### config.mk
export PLATFORM = sky130hd
export DESIGN_NAME = light_controlled_tone_generator_top
export DESIGN_NICKNAME = d
export VERILOG_FILES = /design/src/lctg_pkg.sv /design/src/lctg_div.sv /design/src/light_controlled_tone_generator_top.sv
export SDC_FILE = /design/constraint.sdc
export NUM_CORES = 1
export LEC_CHECK = 0
export BUFFER_PORTS_ARGS = -buffer_cell sky130_fd_sc_hd__buf_2
export CAP_MARGIN = 20
export CORE_MARGIN = 2
export CORE_UTILIZATION = 60
export DETAILED_ROUTE_END_ITERATION = 10
export PLACE_DENSITY = 0.77
export REMOVE_ABC_BUFFERS = 1
export SLEW_MARGIN = 20
export SYNTH_ARGS = -nofsm -noshare
export SYNTH_HDL_FRONTEND = slang
export SYNTH_HIERARCHICAL = 1
export SYNTH_SLANG_ARGS = --single-unit
export TNS_END_PERCENT = 5
### constraint.sdc
create_clock -name clk -period 9 [get_ports clk]
set_input_delay 1.8 -clock clk [delete_from_list [all_inputs] [get_ports clk]]
set_output_delay 1.8 -clock clk [all_outputs]
set_load 0.1 [all_outputs]
### src/lctg_pkg.sv
// ----------------------------------------------------------------------------
// lctg_pkg
// Shared types, constants and tables for the light controlled tone generator.
// ----------------------------------------------------------------------------
package lctg_pkg;

	localparam int SAMPLE_W   = 12;
	localparam int FREQ_W     = 11;
	localparam int VOL_W      = 7;
	localparam int PERIOD_W   = 16;
	localparam int CLK_W      = 20;
	localparam int POS_W      = 5;
	localparam int MULT_W     = 2;
	localparam int HZ_W       = 10;
	localparam int DIV_W      = 24;
	localparam int CFG_IDX_W  = 3;
	localparam int TUNE_LEN   = 28;
	localparam int SONG_LENGTH_DEF = 28;

	localparam logic [FREQ_W-1:0]   FREQ_MAX     = 11'd2047;
	localparam logic [FREQ_W-1:0]   PCT_DIVISOR  = 11'd100;
	localparam logic [FREQ_W-1:0]   FREQ_RST     = 11'd800;
	localparam logic [VOL_W-1:0]    VOL_RST      = 7'd90;
	localparam logic [PERIOD_W-1:0] PERIOD_RST   = 16'd311;
	localparam logic [PERIOD_W-1:0] PERIOD_MAX   = 16'hFFFF;

	localparam logic [VOL_W-1:0] VOL_ONE   = 7'd1;
	localparam logic [VOL_W-1:0] VOL_FIVE  = 7'd5;
	localparam logic [VOL_W-1:0] VOL_TEN   = 7'd10;
	localparam logic [VOL_W-1:0] VOL_QUART = 7'd25;
	localparam logic [VOL_W-1:0] VOL_HALF  = 7'd50;

	localparam logic [SAMPLE_W-1:0] PITCH_LOW_RST  = 12'd190;
	localparam logic [SAMPLE_W-1:0] PITCH_MID_RST  = 12'd300;
	localparam logic [SAMPLE_W-1:0] PITCH_HIGH_RST = 12'd450;
	localparam logic [SAMPLE_W-1:0] VOL_E1_RST     = 12'd1050;
	localparam logic [SAMPLE_W-1:0] VOL_E2_RST     = 12'd1200;
	localparam logic [SAMPLE_W-1:0] VOL_E3_RST     = 12'd1500;
	localparam logic [SAMPLE_W-1:0] VOL_E4_RST     = 12'd2500;
	localparam logic [CLK_W-1:0]    PWM_CLOCK_RST  = 20'd250000;

	typedef enum logic [1:0] {
		OP_PITCH  = 2'd0,
		OP_VOLUME = 2'd1,
		OP_TICK   = 2'd2,
		OP_BUTTON = 2'd3
	} lctg_op_t;

	typedef enum logic [CFG_IDX_W-1:0] {
		CFG_PITCH_LOW  = 3'd0,
		CFG_PITCH_MID  = 3'd1,
		CFG_PITCH_HIGH = 3'd2,
		CFG_VOL_E1     = 3'd3,
		CFG_VOL_E2     = 3'd4,
		CFG_VOL_E3     = 3'd5,
		CFG_VOL_E4     = 3'd6,
		CFG_PWM_CLOCK  = 3'd7
	} lctg_cfg_idx_t;

	typedef struct packed {
		logic [1:0]          operation;
		logic [SAMPLE_W-1:0] sample;
	} lctg_in_t;

	typedef struct packed {
		logic [PERIOD_W-1:0] pwm_period;
		logic [PERIOD_W-1:0] pwm_compare;
		logic                song_mode;
	} lctg_out_t;

	typedef struct packed {
		logic              start;
		logic [DIV_W-1:0]  dividend;
		logic [FREQ_W-1:0] divisor;
	} lctg_div_req_t;

	typedef struct packed {
		logic             busy;
		logic             done;
		logic [DIV_W-1:0] quotient;
	} lctg_div_rsp_t;

	localparam logic [3:0] TUNE [TUNE_LEN] = '{
		4'd1, 4'd1, 4'd2, 4'd1, 4'd4, 4'd3, 4'd9, 4'd1, 4'd1, 4'd2, 4'd1, 4'd5, 4'd4, 4'd9,
		4'd1, 4'd1, 4'd8, 4'd6, 4'd4, 4'd3, 4'd2, 4'd9, 4'd8, 4'd8, 4'd6, 4'd4, 4'd5, 4'd4
	};

	function automatic logic [HZ_W-1:0] note_hz(input logic [3:0] code);
		logic [HZ_W-1:0] hz;
		case (code)
			4'd1:    hz = 10'd261;
			4'd2:    hz = 10'd293;
			4'd3:    hz = 10'd329;
			4'd4:    hz = 10'd349;
			4'd5:    hz = 10'd392;
			4'd6:    hz = 10'd440;
			4'd7:    hz = 10'd494;
			4'd8:    hz = 10'd523;
			default: hz = 10'd0;
		endcase
		return hz;
	endfunction

	function automatic logic [HZ_W-1:0] tune_hz(input logic [POS_W-1:0] pos);
		logic [HZ_W-1:0] hz;
		hz = '0;
		if (pos < POS_W'(TUNE_LEN)) begin
			hz = note_hz(TUNE[pos]);
		end
		return hz;
	endfunction

endpackage

### src/lctg_div.sv
// ----------------------------------------------------------------------------
// lctg_div
// Shared restoring divider, one quotient bit per cycle.
// ----------------------------------------------------------------------------
module lctg_div (
	input  logic                   clk,
	input  logic                   arst_n,
	input  lctg_pkg::lctg_div_req_t req,
	output lctg_pkg::lctg_div_rsp_t rsp
);
	import lctg_pkg::*;

	localparam int CNT_W = $clog2(DIV_W);

	logic              busy_q;
	logic              done_q;
	logic [CNT_W-1:0]  cnt_q;
	logic [DIV_W-1:0]  acc_q;
	logic [FREQ_W-1:0] rem_q;
	logic [FREQ_W-1:0] dvsr_q;

	logic [FREQ_W:0]   rem_sh;
	logic [FREQ_W+1:0] diff;
	logic              qbit;
	logic [FREQ_W-1:0] rem_next;

	always_comb begin
		rem_sh   = {rem_q, acc_q[DIV_W-1]};
		diff     = {1'b0, rem_sh} - {2'b00, dvsr_q};
		qbit     = !diff[FREQ_W+1];
		rem_next = qbit ? diff[FREQ_W-1:0] : rem_sh[FREQ_W-1:0];
	end

	always_ff @(posedge clk or negedge arst_n) begin
		if (!arst_n) begin
			busy_q <= 1'b0;
			done_q <= 1'b0;
			cnt_q  <= '0;
		end else begin
			done_q <= 1'b0;
			if (req.start) begin
				busy_q <= 1'b1;
				cnt_q  <= '0;
			end else if (busy_q) begin
				cnt_q <= cnt_q + 1'b1;
				if (cnt_q == CNT_W'(DIV_W - 1)) begin
					busy_q <= 1'b0;
					done_q <= 1'b1;
				end
			end
		end
	end

	always_ff @(posedge clk) begin
		if (req.start) begin
			acc_q  <= req.dividend;
			rem_q  <= '0;
			dvsr_q <= req.divisor;
		end else if (busy_q) begin
			acc_q <= {acc_q[DIV_W-2:0], qbit};
			rem_q <= rem_next;
		end
	end

	assign rsp.busy     = busy_q;
	assign rsp.done     = done_q;
	assign rsp.quotient = acc_q;

endmodule

### src/light_controlled_tone_generator_top.sv
// ----------------------------------------------------------------------------
// light_controlled_tone_generator_top
// Sensor driven tone generator: PWM period and compare from light readings.
// ----------------------------------------------------------------------------
// Usage:
//   item channel (item_valid/item_ready/item) takes one event per transfer:
//   a pitch sample, a volume sample, a note tick or a button press.
//   result channel (result_valid/result_ready/result) returns one transfer
//   per event: PWM period, compare value and the song mode flag.
//   cfg_we/cfg_index/cfg_wdata write the thresholds and PWM clock; write
//   only while the block is idle.
//   All divisions go through one shared 24-step restoring divider, run up
//   to three times per event (square over 100, clock over frequency,
//   volume times period over 100). A volume sample, a tick in theremin
//   mode or a button press takes only the compare division, a tick in song
//   mode or a song mode pitch sample adds the period division, and a
//   theremin pitch sample adds the square division; a division is skipped
//   for a zero frequency or period. item_ready is low while an event is in
//   work and returns when the result is registered, so a new event is
//   accepted only after the last one is done.
//   A stalled result holds in the output register; the next event may be
//   accepted meanwhile, but its result holds until the receiver takes it.
//   Reset: theremin mode, 800 Hz, 90 percent volume, period 311, defaults.
// ----------------------------------------------------------------------------
module light_controlled_tone_generator_top #(
	parameter int SONG_LENGTH = lctg_pkg::SONG_LENGTH_DEF
) (
	input  logic                                  clk,
	input  logic                                  arst_n,
	input  logic                                  item_valid,
	output logic                                  item_ready,
	input  lctg_pkg::lctg_in_t                    item,
	output logic                                  result_valid,
	input  logic                                  result_ready,
	output lctg_pkg::lctg_out_t                   result,
	input  logic                                  cfg_we,
	input  logic [lctg_pkg::CFG_IDX_W-1:0]        cfg_index,
	input  logic [lctg_pkg::CLK_W-1:0]            cfg_wdata
);
	import lctg_pkg::*;

	typedef enum logic [8:0] {
		S_IDLE = 9'b000000001,
		S_EXEC = 9'b000000010,
		S_SQR  = 9'b000000100,
		S_WSQR = 9'b000001000,
		S_PER  = 9'b000010000,
		S_WPER = 9'b000100000,
		S_CMP  = 9'b001000000,
		S_WCMP = 9'b010000000,
		S_DONE = 9'b100000000
	} lctg_state_t;

	lctg_state_t state_q;

	logic [SAMPLE_W-1:0] pitch_low_q, pitch_mid_q, pitch_high_q;
	logic [SAMPLE_W-1:0] vol_e1_q, vol_e2_q, vol_e3_q, vol_e4_q;
	logic [CLK_W-1:0]    pwm_clock_q;

	logic                mode_q;
	logic [FREQ_W-1:0]   freq_q;
	logic [VOL_W-1:0]    vol_q;
	logic [MULT_W-1:0]   mult_q;
	logic [POS_W-1:0]    pos_q;
	logic [PERIOD_W-1:0] period_q;
	logic [PERIOD_W-1:0] compare_q;

	lctg_in_t            item_q;
	logic [SAMPLE_W-1:0] base_q;
	logic                result_valid_q;
	lctg_out_t           result_q;
	logic                res_load;

	lctg_div_req_t div_req;
	lctg_div_rsp_t div_rsp;

	logic [SAMPLE_W-1:0]    clamped;
	logic [HZ_W+MULT_W-1:0] song_freq;
	logic [DIV_W-1:0]       quo;

	lctg_div u_div (
		.clk    (clk),
		.arst_n (arst_n),
		.req    (div_req),
		.rsp    (div_rsp)
	);

	assign quo      = div_rsp.quotient;
	assign res_load = (state_q == S_DONE) && (!result_valid_q || result_ready);

	always_comb begin
		if (item_q.sample < pitch_low_q) begin
			clamped = pitch_low_q;
		end else if (item_q.sample > pitch_high_q) begin
			clamped = pitch_high_q;
		end else begin
			clamped = item_q.sample;
		end
		song_freq = tune_hz(pos_q) * mult_q;
	end

	always_comb begin
		div_req.start    = 1'b0;
		div_req.dividend = '0;
		div_req.divisor  = PCT_DIVISOR;
		unique case (state_q)
			S_SQR: begin
				div_req.start    = 1'b1;
				div_req.dividend = base_q * base_q;
			end
			S_PER: begin
				div_req.start    = (freq_q != '0);
				div_req.dividend = DIV_W'(pwm_clock_q);
				div_req.divisor  = freq_q;
			end
			S_CMP: begin
				div_req.start    = (period_q != '0);
				div_req.dividend = DIV_W'(vol_q) * DIV_W'(period_q);
			end
			default: begin
			end
		endcase
	end

	always_ff @(posedge clk or negedge arst_n) begin
		if (!arst_n) begin
			pitch_low_q  <= PITCH_LOW_RST;
			pitch_mid_q  <= PITCH_MID_RST;
			pitch_high_q <= PITCH_HIGH_RST;
			vol_e1_q     <= VOL_E1_RST;
			vol_e2_q     <= VOL_E2_RST;
			vol_e3_q     <= VOL_E3_RST;
			vol_e4_q     <= VOL_E4_RST;
			pwm_clock_q  <= PWM_CLOCK_RST;
		end else if (cfg_we) begin
			unique case (lctg_cfg_idx_t'(cfg_index))
				CFG_PITCH_LOW:  pitch_low_q  <= cfg_wdata[SAMPLE_W-1:0];
				CFG_PITCH_MID:  pitch_mid_q  <= cfg_wdata[SAMPLE_W-1:0];
				CFG_PITCH_HIGH: pitch_high_q <= cfg_wdata[SAMPLE_W-1:0];
				CFG_VOL_E1:     vol_e1_q     <= cfg_wdata[SAMPLE_W-1:0];
				CFG_VOL_E2:     vol_e2_q     <= cfg_wdata[SAMPLE_W-1:0];
				CFG_VOL_E3:     vol_e3_q     <= cfg_wdata[SAMPLE_W-1:0];
				CFG_VOL_E4:     vol_e4_q     <= cfg_wdata[SAMPLE_W-1:0];
				CFG_PWM_CLOCK:  pwm_clock_q  <= cfg_wdata;
				default: begin
				end
			endcase
		end
	end

	always_ff @(posedge clk) begin
		if (item_valid && item_ready) begin
			item_q <= item;
		end
		if (state_q == S_EXEC) begin
			base_q <= clamped;
		end
	end

	always_ff @(posedge clk or negedge arst_n) begin
		if (!arst_n) begin
			state_q        <= S_IDLE;
			mode_q         <= 1'b0;
			freq_q         <= FREQ_RST;
			vol_q          <= VOL_RST;
			mult_q         <= '0;
			pos_q          <= '0;
			period_q       <= PERIOD_RST;
			compare_q      <= '0;
			result_valid_q <= 1'b0;
			result_q       <= '0;
		end else begin
			if (res_load) begin
				result_valid_q <= 1'b1;
			end else if (result_ready) begin
				result_valid_q <= 1'b0;
			end
			unique case (state_q)
				S_IDLE: begin
					if (item_valid) begin
						state_q <= S_EXEC;
					end
				end
				S_EXEC: begin
					unique case (lctg_op_t'(item_q.operation))
						OP_PITCH: begin
							if (mode_q) begin
								if (item_q.sample < pitch_low_q) begin
									mult_q <= 2'd1;
								end else if (item_q.sample < pitch_mid_q) begin
									mult_q <= 2'd2;
								end else begin
									mult_q <= 2'd3;
								end
								state_q <= S_PER;
							end else begin
								state_q <= S_SQR;
							end
						end
						OP_VOLUME: begin
							if (item_q.sample < vol_e1_q) begin
								vol_q <= VOL_ONE;
							end else if (item_q.sample < vol_e2_q) begin
								vol_q <= VOL_FIVE;
							end else if (item_q.sample < vol_e3_q) begin
								vol_q <= VOL_TEN;
							end else if (item_q.sample < vol_e4_q) begin
								vol_q <= VOL_QUART;
							end else begin
								vol_q <= VOL_HALF;
							end
							state_q <= S_CMP;
						end
						OP_TICK: begin
							if (!mode_q) begin
								pos_q   <= '0;
								state_q <= S_CMP;
							end else begin
								if (pos_q < POS_W'(SONG_LENGTH)) begin
									freq_q <= song_freq[FREQ_W-1:0];
									pos_q  <= pos_q + 1'b1;
								end else begin
									freq_q <= '0;
									pos_q  <= '0;
								end
								state_q <= S_PER;
							end
						end
						default: begin
							mode_q  <= !mode_q;
							state_q <= S_CMP;
						end
					endcase
				end
				S_SQR: begin
					state_q <= S_WSQR;
				end
				S_WSQR: begin
					if (div_rsp.done) begin
						freq_q  <= (quo > DIV_W'(FREQ_MAX)) ? FREQ_MAX : quo[FREQ_W-1:0];
						state_q <= S_PER;
					end
				end
				S_PER: begin
					if (freq_q == '0) begin
						period_q <= '0;
						state_q  <= S_CMP;
					end else begin
						state_q <= S_WPER;
					end
				end
				S_WPER: begin
					if (div_rsp.done) begin
						if (quo == '0) begin
							period_q <= '0;
						end else if (quo > DIV_W'(PERIOD_MAX) + 1'b1) begin
							period_q <= PERIOD_MAX;
						end else begin
							period_q <= PERIOD_W'(quo - 1'b1);
						end
						state_q <= S_CMP;
					end
				end
				S_CMP: begin
					if (period_q == '0) begin
						compare_q <= '0;
						state_q   <= S_DONE;
					end else begin
						state_q <= S_WCMP;
					end
				end
				S_WCMP: begin
					if (div_rsp.done) begin
						if (quo >= DIV_W'(period_q)) begin
							compare_q <= period_q - 1'b1;
						end else begin
							compare_q <= quo[PERIOD_W-1:0];
						end
						state_q <= S_DONE;
					end
				end
				S_DONE: begin
					if (res_load) begin
						result_q.pwm_period  <= period_q;
						result_q.pwm_compare <= compare_q;
						result_q.song_mode   <= mode_q;
						state_q              <= S_IDLE;
					end
				end
				default: begin
					state_q <= S_IDLE;
				end
			endcase
		end
	end

	assign item_ready   = (state_q == S_IDLE);
	assign result_valid = result_valid_q;
	assign result       = result_q;

`ifndef SYNTHESIS
	a_busy_after_accept: assert property (@(posedge clk) disable iff (!arst_n)
		item_valid && item_ready |=> !item_ready)
		else $error("item_ready high right after a transfer");

	a_silent_compare: assert property (@(posedge clk) disable iff (!arst_n)
		result_valid && result.pwm_period == '0 |-> result.pwm_compare == '0)
		else $error("nonzero compare with zero period");

	a_compare_below: assert property (@(posedge clk) disable iff (!arst_n)
		result_valid && result.pwm_period != '0 |-> result.pwm_compare < result.pwm_period)
		else $error("compare not below period");

	a_div_done_wait: assert property (@(posedge clk) disable iff (!arst_n)
		div_rsp.done |-> (state_q == S_WSQR || state_q == S_WPER || state_q == S_WCMP))
		else $error("divider finished outside a wait state");

	a_div_idle_start: assert property (@(posedge clk) disable iff (!arst_n)
		div_req.start |-> !div_rsp.busy)
		else $error("divider started while busy");
`endif

endmodule
==> summary.md, run 1 <==
| Metric | Value |
|---|---|
| Status | completed |
| Fin crit period | 6.127 ns |
| Area Growth Syn to Fin | 8.221% |
| Syn avg cell area | 9.637 µm² |
| Yosys Warn Count | 6 |
| Num Clock Sinks | 284 |
| R2r setup slk | 2.87 ns |
| Global-route wire length before repair | 93720 µm |
| Fin crit share | 68.08% |
| Final setup viols | 0 |
| Clock Pin Slew Worst Setup and Hold Paths | 0.06 ns |
| Worst slew pin tran | 1.158 ns |
| Die X | 202.0 µm |
| DIE AREA | 0.04079 mm² |
| Worst vdd rail ir drop | 0.0004380 V |
| Site Rows | 72 |
| CP Max Fanout | 13 |
| IO Port Bufs | 76 |
| Total gr overflow | 0 |
| WL/cell | 18.70 µm |
| Commonest cells after routing, fill and taps aside | inv_1, ha_1, nand2_1 |
| Global Route Usage Sum | 28.44% |
| Post-cts sizing count | 0 |
| Slew Viols, Final | 0 |
| DR pass1 iterations | 5 |
| Initial antenna violation count | 1 |
| CP Capture Type | register |
| Post-DP HPWL | 42080 µm |
| Layout net count | 2881 |
| Max Cap Viol | 0 |
| Via count | 17820 |
| Hold Path Class | register to register |
| TritonCTS clock tree | yes |
| Mapped Area | 0.02352 mm² |
| CTS Hold Bufs | 0 |
| H-tree depth | 1 |
| Endpoints failing hold | 0 |
| Post-route worst setup slack | 2.873 ns |
| Critical Path Source Type | register |
| Post-Place Setup Slack | 2.827 ns |
| Crit Path Class | register to register |
| Root buffer cell | clkbuf_16 |
| Post-CTS setup repair buffer count | 0 |
| Synthesized instance count | 2440 |
| Vias in the first global route | 18400 |
| Final Skew | 0.01458 ns |
| RSZ-0062 raised after global routing | false |
| GP Congestion | 0.9148 |
| Clock latency on the worst-skew pair | 0.60 ns |
| Final TNS setup | 0 ns |
| Worst slew margin | 22.55% |
| Io pins | 77 |
| Initial drt markers | 1275 |
| Pwr dens | 345.8 mW/mm² |
| Clock buffer depth | 3 |
| Total routed wirelength | 56230 µm |
| CTS buffer count | 31 |
| Leakage | 12.20 nW |
| Final ANT Viol Nets | 0 |
| Commonest non-fill, non-tap cell in the layout | inv_1 |
| Core Footprint | 0.03865 mm² |
| Die Ht | 202.0 µm |
| Fin util | 65.85% |
| Largest net degree at the start of global routing | 139 |
| Achievable clock frequency | 163.2 MHz |
| Initial Util | 60.85% |
| Layout cells sized above 1 | 13.26% |
| Vias/cell | 5.928 |
| Critical Path AT | 6.47 ns |
| Antenna cells | 0 |
| Drt drc | 0 |
| Crit path required time | 9.34 ns |
report_power, final:
group | total [mW] | switching [mW] | internal [mW]
clock | 1.43 | 0.555 | 0.876
sequential | 1.95 | 0.312 | 1.63
combinational | 5.42 | 3.22 | 2.21
registers in the layout, summed over array words and instances, names as in the netlist, 11 cells and up:
register      count
base_q           12
compare_q        16
freq_q           11
item_q           14
period_q         16
pitch_high_q     12
pitch_low_q      12
pitch_mid_q      12
pwm_clock_q      20
result           33
u_div/acc_q      24
u_div/dvsr_q     11
u_div/rem_q      11
vol_e1_q         12
vol_e2_q         12
vol_e3_q         12
vol_e4_q         12
stage by stage:
stage               cells  total power [mW]  hold WS [ns]  cell area [µm²]
global route         3006             9.664        0.4994            25450
finish               3006             8.799        0.4817            25450
detailed placement   2947             7.329        0.4701            24250
global placement     2947             7.154        0.4622            24250
CTS                  3005             8.816        0.4837            25420
floorplan            2339             5.897        0.4503            23070
layer usage:
layer  GRT usage [%]  vias to the layer above  routed length (µm)
li1                -                     8269                   -
met1           38.88                     8827               24450
met4           7.799                        2                1362
met2           47.59                      617               26780
met5               0                        -                  10
met3           4.095                      105                3625
worst max-delay path, stage by stage (launching register included):
cell and delay, ns:
edfxtp_1 0.60, and2_1 0.22, inv_1 0.06, fa_1 0.53, inv_1 0.06, fa_1 0.51, fa_1 0.53, fa_1 0.54
inv_1 0.05, fa_1 0.53, inv_1 0.05, ha_1 0.35, a21o_1 0.20, a21oi_1 0.20, o31ai_1 0.13, and2_1 0.22
and3_1 0.21, a311oi_1 0.31, xor2_1 0.18, o22ai_1 0.09, mux2_2 0.30
area by class of cell:
type                            instances  area (µm²)
Clock buffer                           43       934.6
Clock inverter                         15       234.0
Fill cell                            3063       13200
Inverter                              371        1393
Multi-Input combinational cell       1684       14290
Sequential cell                       284        7426
Tap cell                              518       648.1
Timing Repair Buffer                   91       523.0
final timing paths:
check,cells after the start,to,from
setup / recovery,20,u_div/acc_q[22],base_q[1]
hold / removal,1,result[9],result[9]
setup reg to reg,20,u_div/acc_q[22],base_q[1]
hold reg to reg,1,result[9],result[9]
max in group asynchronous,2,pwm_clock_q[19],arst_n
min in group asynchronous,1,u_div/cnt_q[1],arst_n
No activity file was read; power rests on OpenSTA's default activity.
==> inputs of run 2 (changes only) <==
Settings changed: ABC_AREA set to 1.
Clock period 9 ns to 6.1 ns, I/O delays scaled along.
==> run 2 against run 1 <==
  * Utilization fell by 0.51 points
  * Final cell count grew 35%
  * Setup slack got worse by 2.2 ns
  * First-iteration DRC count is 51% higher
  * Via count grew 25%
  * Critical path type unchanged
  * Non-clock buffer count is 6 lower
  * Clock skew up 0.033 ns
  * Register-to-register slack worse by 2.2 ns
  * Sequential share of layout area decreased by 2.0 points
  * Global-route usage rose by 4.8 points
==> summary.md, run 2 <==
| Metric | Value |
|---|---|
| Site Rows | 75 (was 72) |
| Max Cap Viol | 0 (unchanged) |
| DR pass1 iterations | 6 (was 5) |
| Die Ht | 209.9 µm (was 202.0 µm) |
| Final Skew | 0.04791 ns (was 0.01458 ns) |
| R2R Path Start | base_q[3] (was base_q[1]) |
| Met2 wire len | 33220 µm (was 26780 µm) |
| Hold Path Class | register to register (unchanged) |
| TritonCTS clock tree | yes (unchanged) |
| Syn avg cell area | 7.339 µm² (was 9.637 µm²) |
| Commonest cells after routing, fill and taps aside | nand2_1, inv_1, nor2_1 (was inv_1, ha_1, nand2_1) |
| CTS Hold Bufs | 0 (unchanged) |
| Total gr overflow | 0 (unchanged) |
| Post-DP HPWL | 56790 µm (was 42080 µm) |
| Synthesized instance count | 3465 (was 2440) |
| Hold_sp | compare_q[7] (was result[9]) |
| Via count | 22250 (was 17820) |
| Yosys Warn Count | 6 (unchanged) |
| Commonest non-fill, non-tap cell in the layout | nand2_1 (was inv_1) |
| CP Launch Point | base_q[3] (was base_q[1]) |
| Fin crit share | 89.71% (was 68.08%) |
| Post-cts sizing count | 0 (unchanged) |
| Vias/cell | 5.491 (was 5.928) |
| Largest net degree at the start of global routing | 129 (was 139) |
| DIE AREA | 0.04405 mm² (was 0.04079 mm²) |
| Clock buffer depth | 3 (unchanged) |
| Io pins | 77 (unchanged) |
| Fin crit period | 5.472 ns (was 6.127 ns) |
| CP Capture Type | register (unchanged) |
| Critical Path AT | 5.78 ns (was 6.47 ns) |
| Critical Path Source Type | register (unchanged) |
| Final TNS setup | 0 ns (unchanged) |
| Final ANT Viol Nets | 0 (unchanged) |
| Layout cells sized above 1 | 8.089% (was 13.26%) |
| Clock latency on the worst-skew pair | 0.59 ns (was 0.60 ns) |
| Global Route Usage Sum | 33.27% (was 28.44%) |
| Endpoints failing hold | 0 (unchanged) |
| Worst slew margin | 27.90% (was 22.55%) |
| Crit path required time | 6.41 ns (was 9.34 ns) |
| Global-route wire length before repair | 114600 µm (was 93720 µm) |
| Initial drt markers | 1931 (was 1275) |
| Mapped Area | 0.02543 mm² (was 0.02352 mm²) |
| RSZ-0062 raised after global routing | false (unchanged) |
| Die X | 209.9 µm (was 202.0 µm) |
| Num Clock Sinks | 284 (unchanged) |
| Status | completed (unchanged) |
| WL met3 | 4664 µm (was 3625 µm) |
| Initial Util | 60.76% (was 60.85%) |
| Slew Viols, Final | 0 (unchanged) |
| Initial antenna violation count | 2 (was 1) |
| Crit Path Class | register to register (unchanged) |
| H-tree depth | 2 (was 1) |
| Core Footprint | 0.04185 mm² (was 0.03865 mm²) |
| Final setup viols | 0 (unchanged) |
| Total routed wirelength | 71910 µm (was 56230 µm) |
| Max reg flops | 33 (unchanged) |
| IO Port Bufs | 76 (unchanged) |
| Fillers | 3720 (was 3063) |
| Clock Pin Slew Worst Setup and Hold Paths | 0.06 ns (about the same) |
| Root buffer cell | clkbuf_16 (unchanged) |
| CP Max Fanout | 12 (was 13) |
| Area Growth Syn to Fin | 7.528% (was 8.221%) |
| Achievable clock frequency | 182.7 MHz (was 163.2 MHz) |
| GP Congestion | 0.9329 (was 0.9148) |
| Vias in the first global route | 21900 (was 18400) |
| Layout net count | 3903 (was 2881) |
| Drt drc | 0 (unchanged) |
| Highest routed layer | met5 (unchanged) |
| M1 WL | 30790 µm (was 24450 µm) |
| Post-CTS setup repair buffer count | 0 (unchanged) |
| WL/cell | 17.75 µm (was 18.70 µm) |
| CTS buffer count | 36 (was 31) |
| Worst slew pin tran | 1.080 ns (was 1.158 ns) |
run 2: cell count changes in the layout (fill, tap and decap cells not counted), sizes merged, moves of 23 or more:
| cell | previous run | this run |
|---|---|---|
| nand2 | 220 | 1076 |
| a21o | 38 | 5 |
| inv | 376 | 696 |
| o21ai | 122 | 180 |
| mux2 | 122 | 25 |
| and2 | 126 | 3 |
| nand3 | 27 | 207 |
| nor2 | 107 | 240 |
| xnor2 | 55 | 9 |
| nand4 | 20 | 47 |
| nor2b | 23 | 0 |
run 2: worst paths after layout:
path,to,slack [ns],depth (start not counted)
setup / recovery,u_div/acc_q[19],0.63,23
hold / removal,compare_q[7],0.48,2
setup reg to reg,u_div/acc_q[19],0.63,23
hold reg to reg,compare_q[7],0.48,2
max in group asynchronous,pos_q[4],4.30,2
min in group asynchronous,u_div/cnt_q[1],0.61,1
run 2: area by class of cell:
| type | instances | area, µm² | share of cell area (%) |
|---|---|---|---|
| tap | 539 | 674.4 | 2.466 |
| antenna | 1 | 2.502 | 0.009152 |
| sequential | 284 | 7426 | 27.16 |
| timing repair buffer | 85 | 483.0 | 1.766 |
| clock buffer | 51 | 1018 | 3.725 |
| inverter | 695 | 2613 | 9.554 |
| multi-input combinational | 2383 | 14940 | 54.65 |
| clock inverter | 13 | 182.7 | 0.6681 |
run 2: critical path: stages, from the launching register on:
cell	delay (ns)
edfxtp_1	0.64
nand2_1	0.21
fa_1	0.57
inv_1	0.06
fa_1	0.53
inv_1	0.06
fa_1	0.54
inv_1	0.06
fa_1	0.53
inv_1	0.05
fa_1	0.53
inv_1	0.05
ha_1	0.36
nand2_1	0.16
inv_1	0.05
nand2_1	0.05
and2_1	0.18
nor2_1	0.05
nor2_1	0.13
nand3_1	0.09
nand3_1	0.09
nand3_1	0.08
nand2_1	0.07
nand2_1	0.05
run 2: per-stage QoR:
stage               util (%)  worst slack [ns]  area (µm²)  hold slack [ns]  instances
global placement       62.40            0.7177       26120           0.4553       3985
finish                 65.33            0.6275       27340           0.4761       4051
floorplan                  -             1.040       24970           0.4381       3362
CTS                    65.28            0.6154       27320           0.4767       4049
global route           65.33            0.2108       27340           0.4984       4050
detailed placement     62.41            0.6498       26120           0.4628       3985
run 2: layer usage:
layer / vias up / track usage [%]
met2: 772 / 55.20
met3: 169 / 5.237
met4: 2 / 13.70
met5: - / 0
met1: 10550 / 43.74
li1: 10750 / -
Power of run 2 is not shown: default switching activity piles up to over one toggle a cycle in this logic, so the estimate is an artifact.
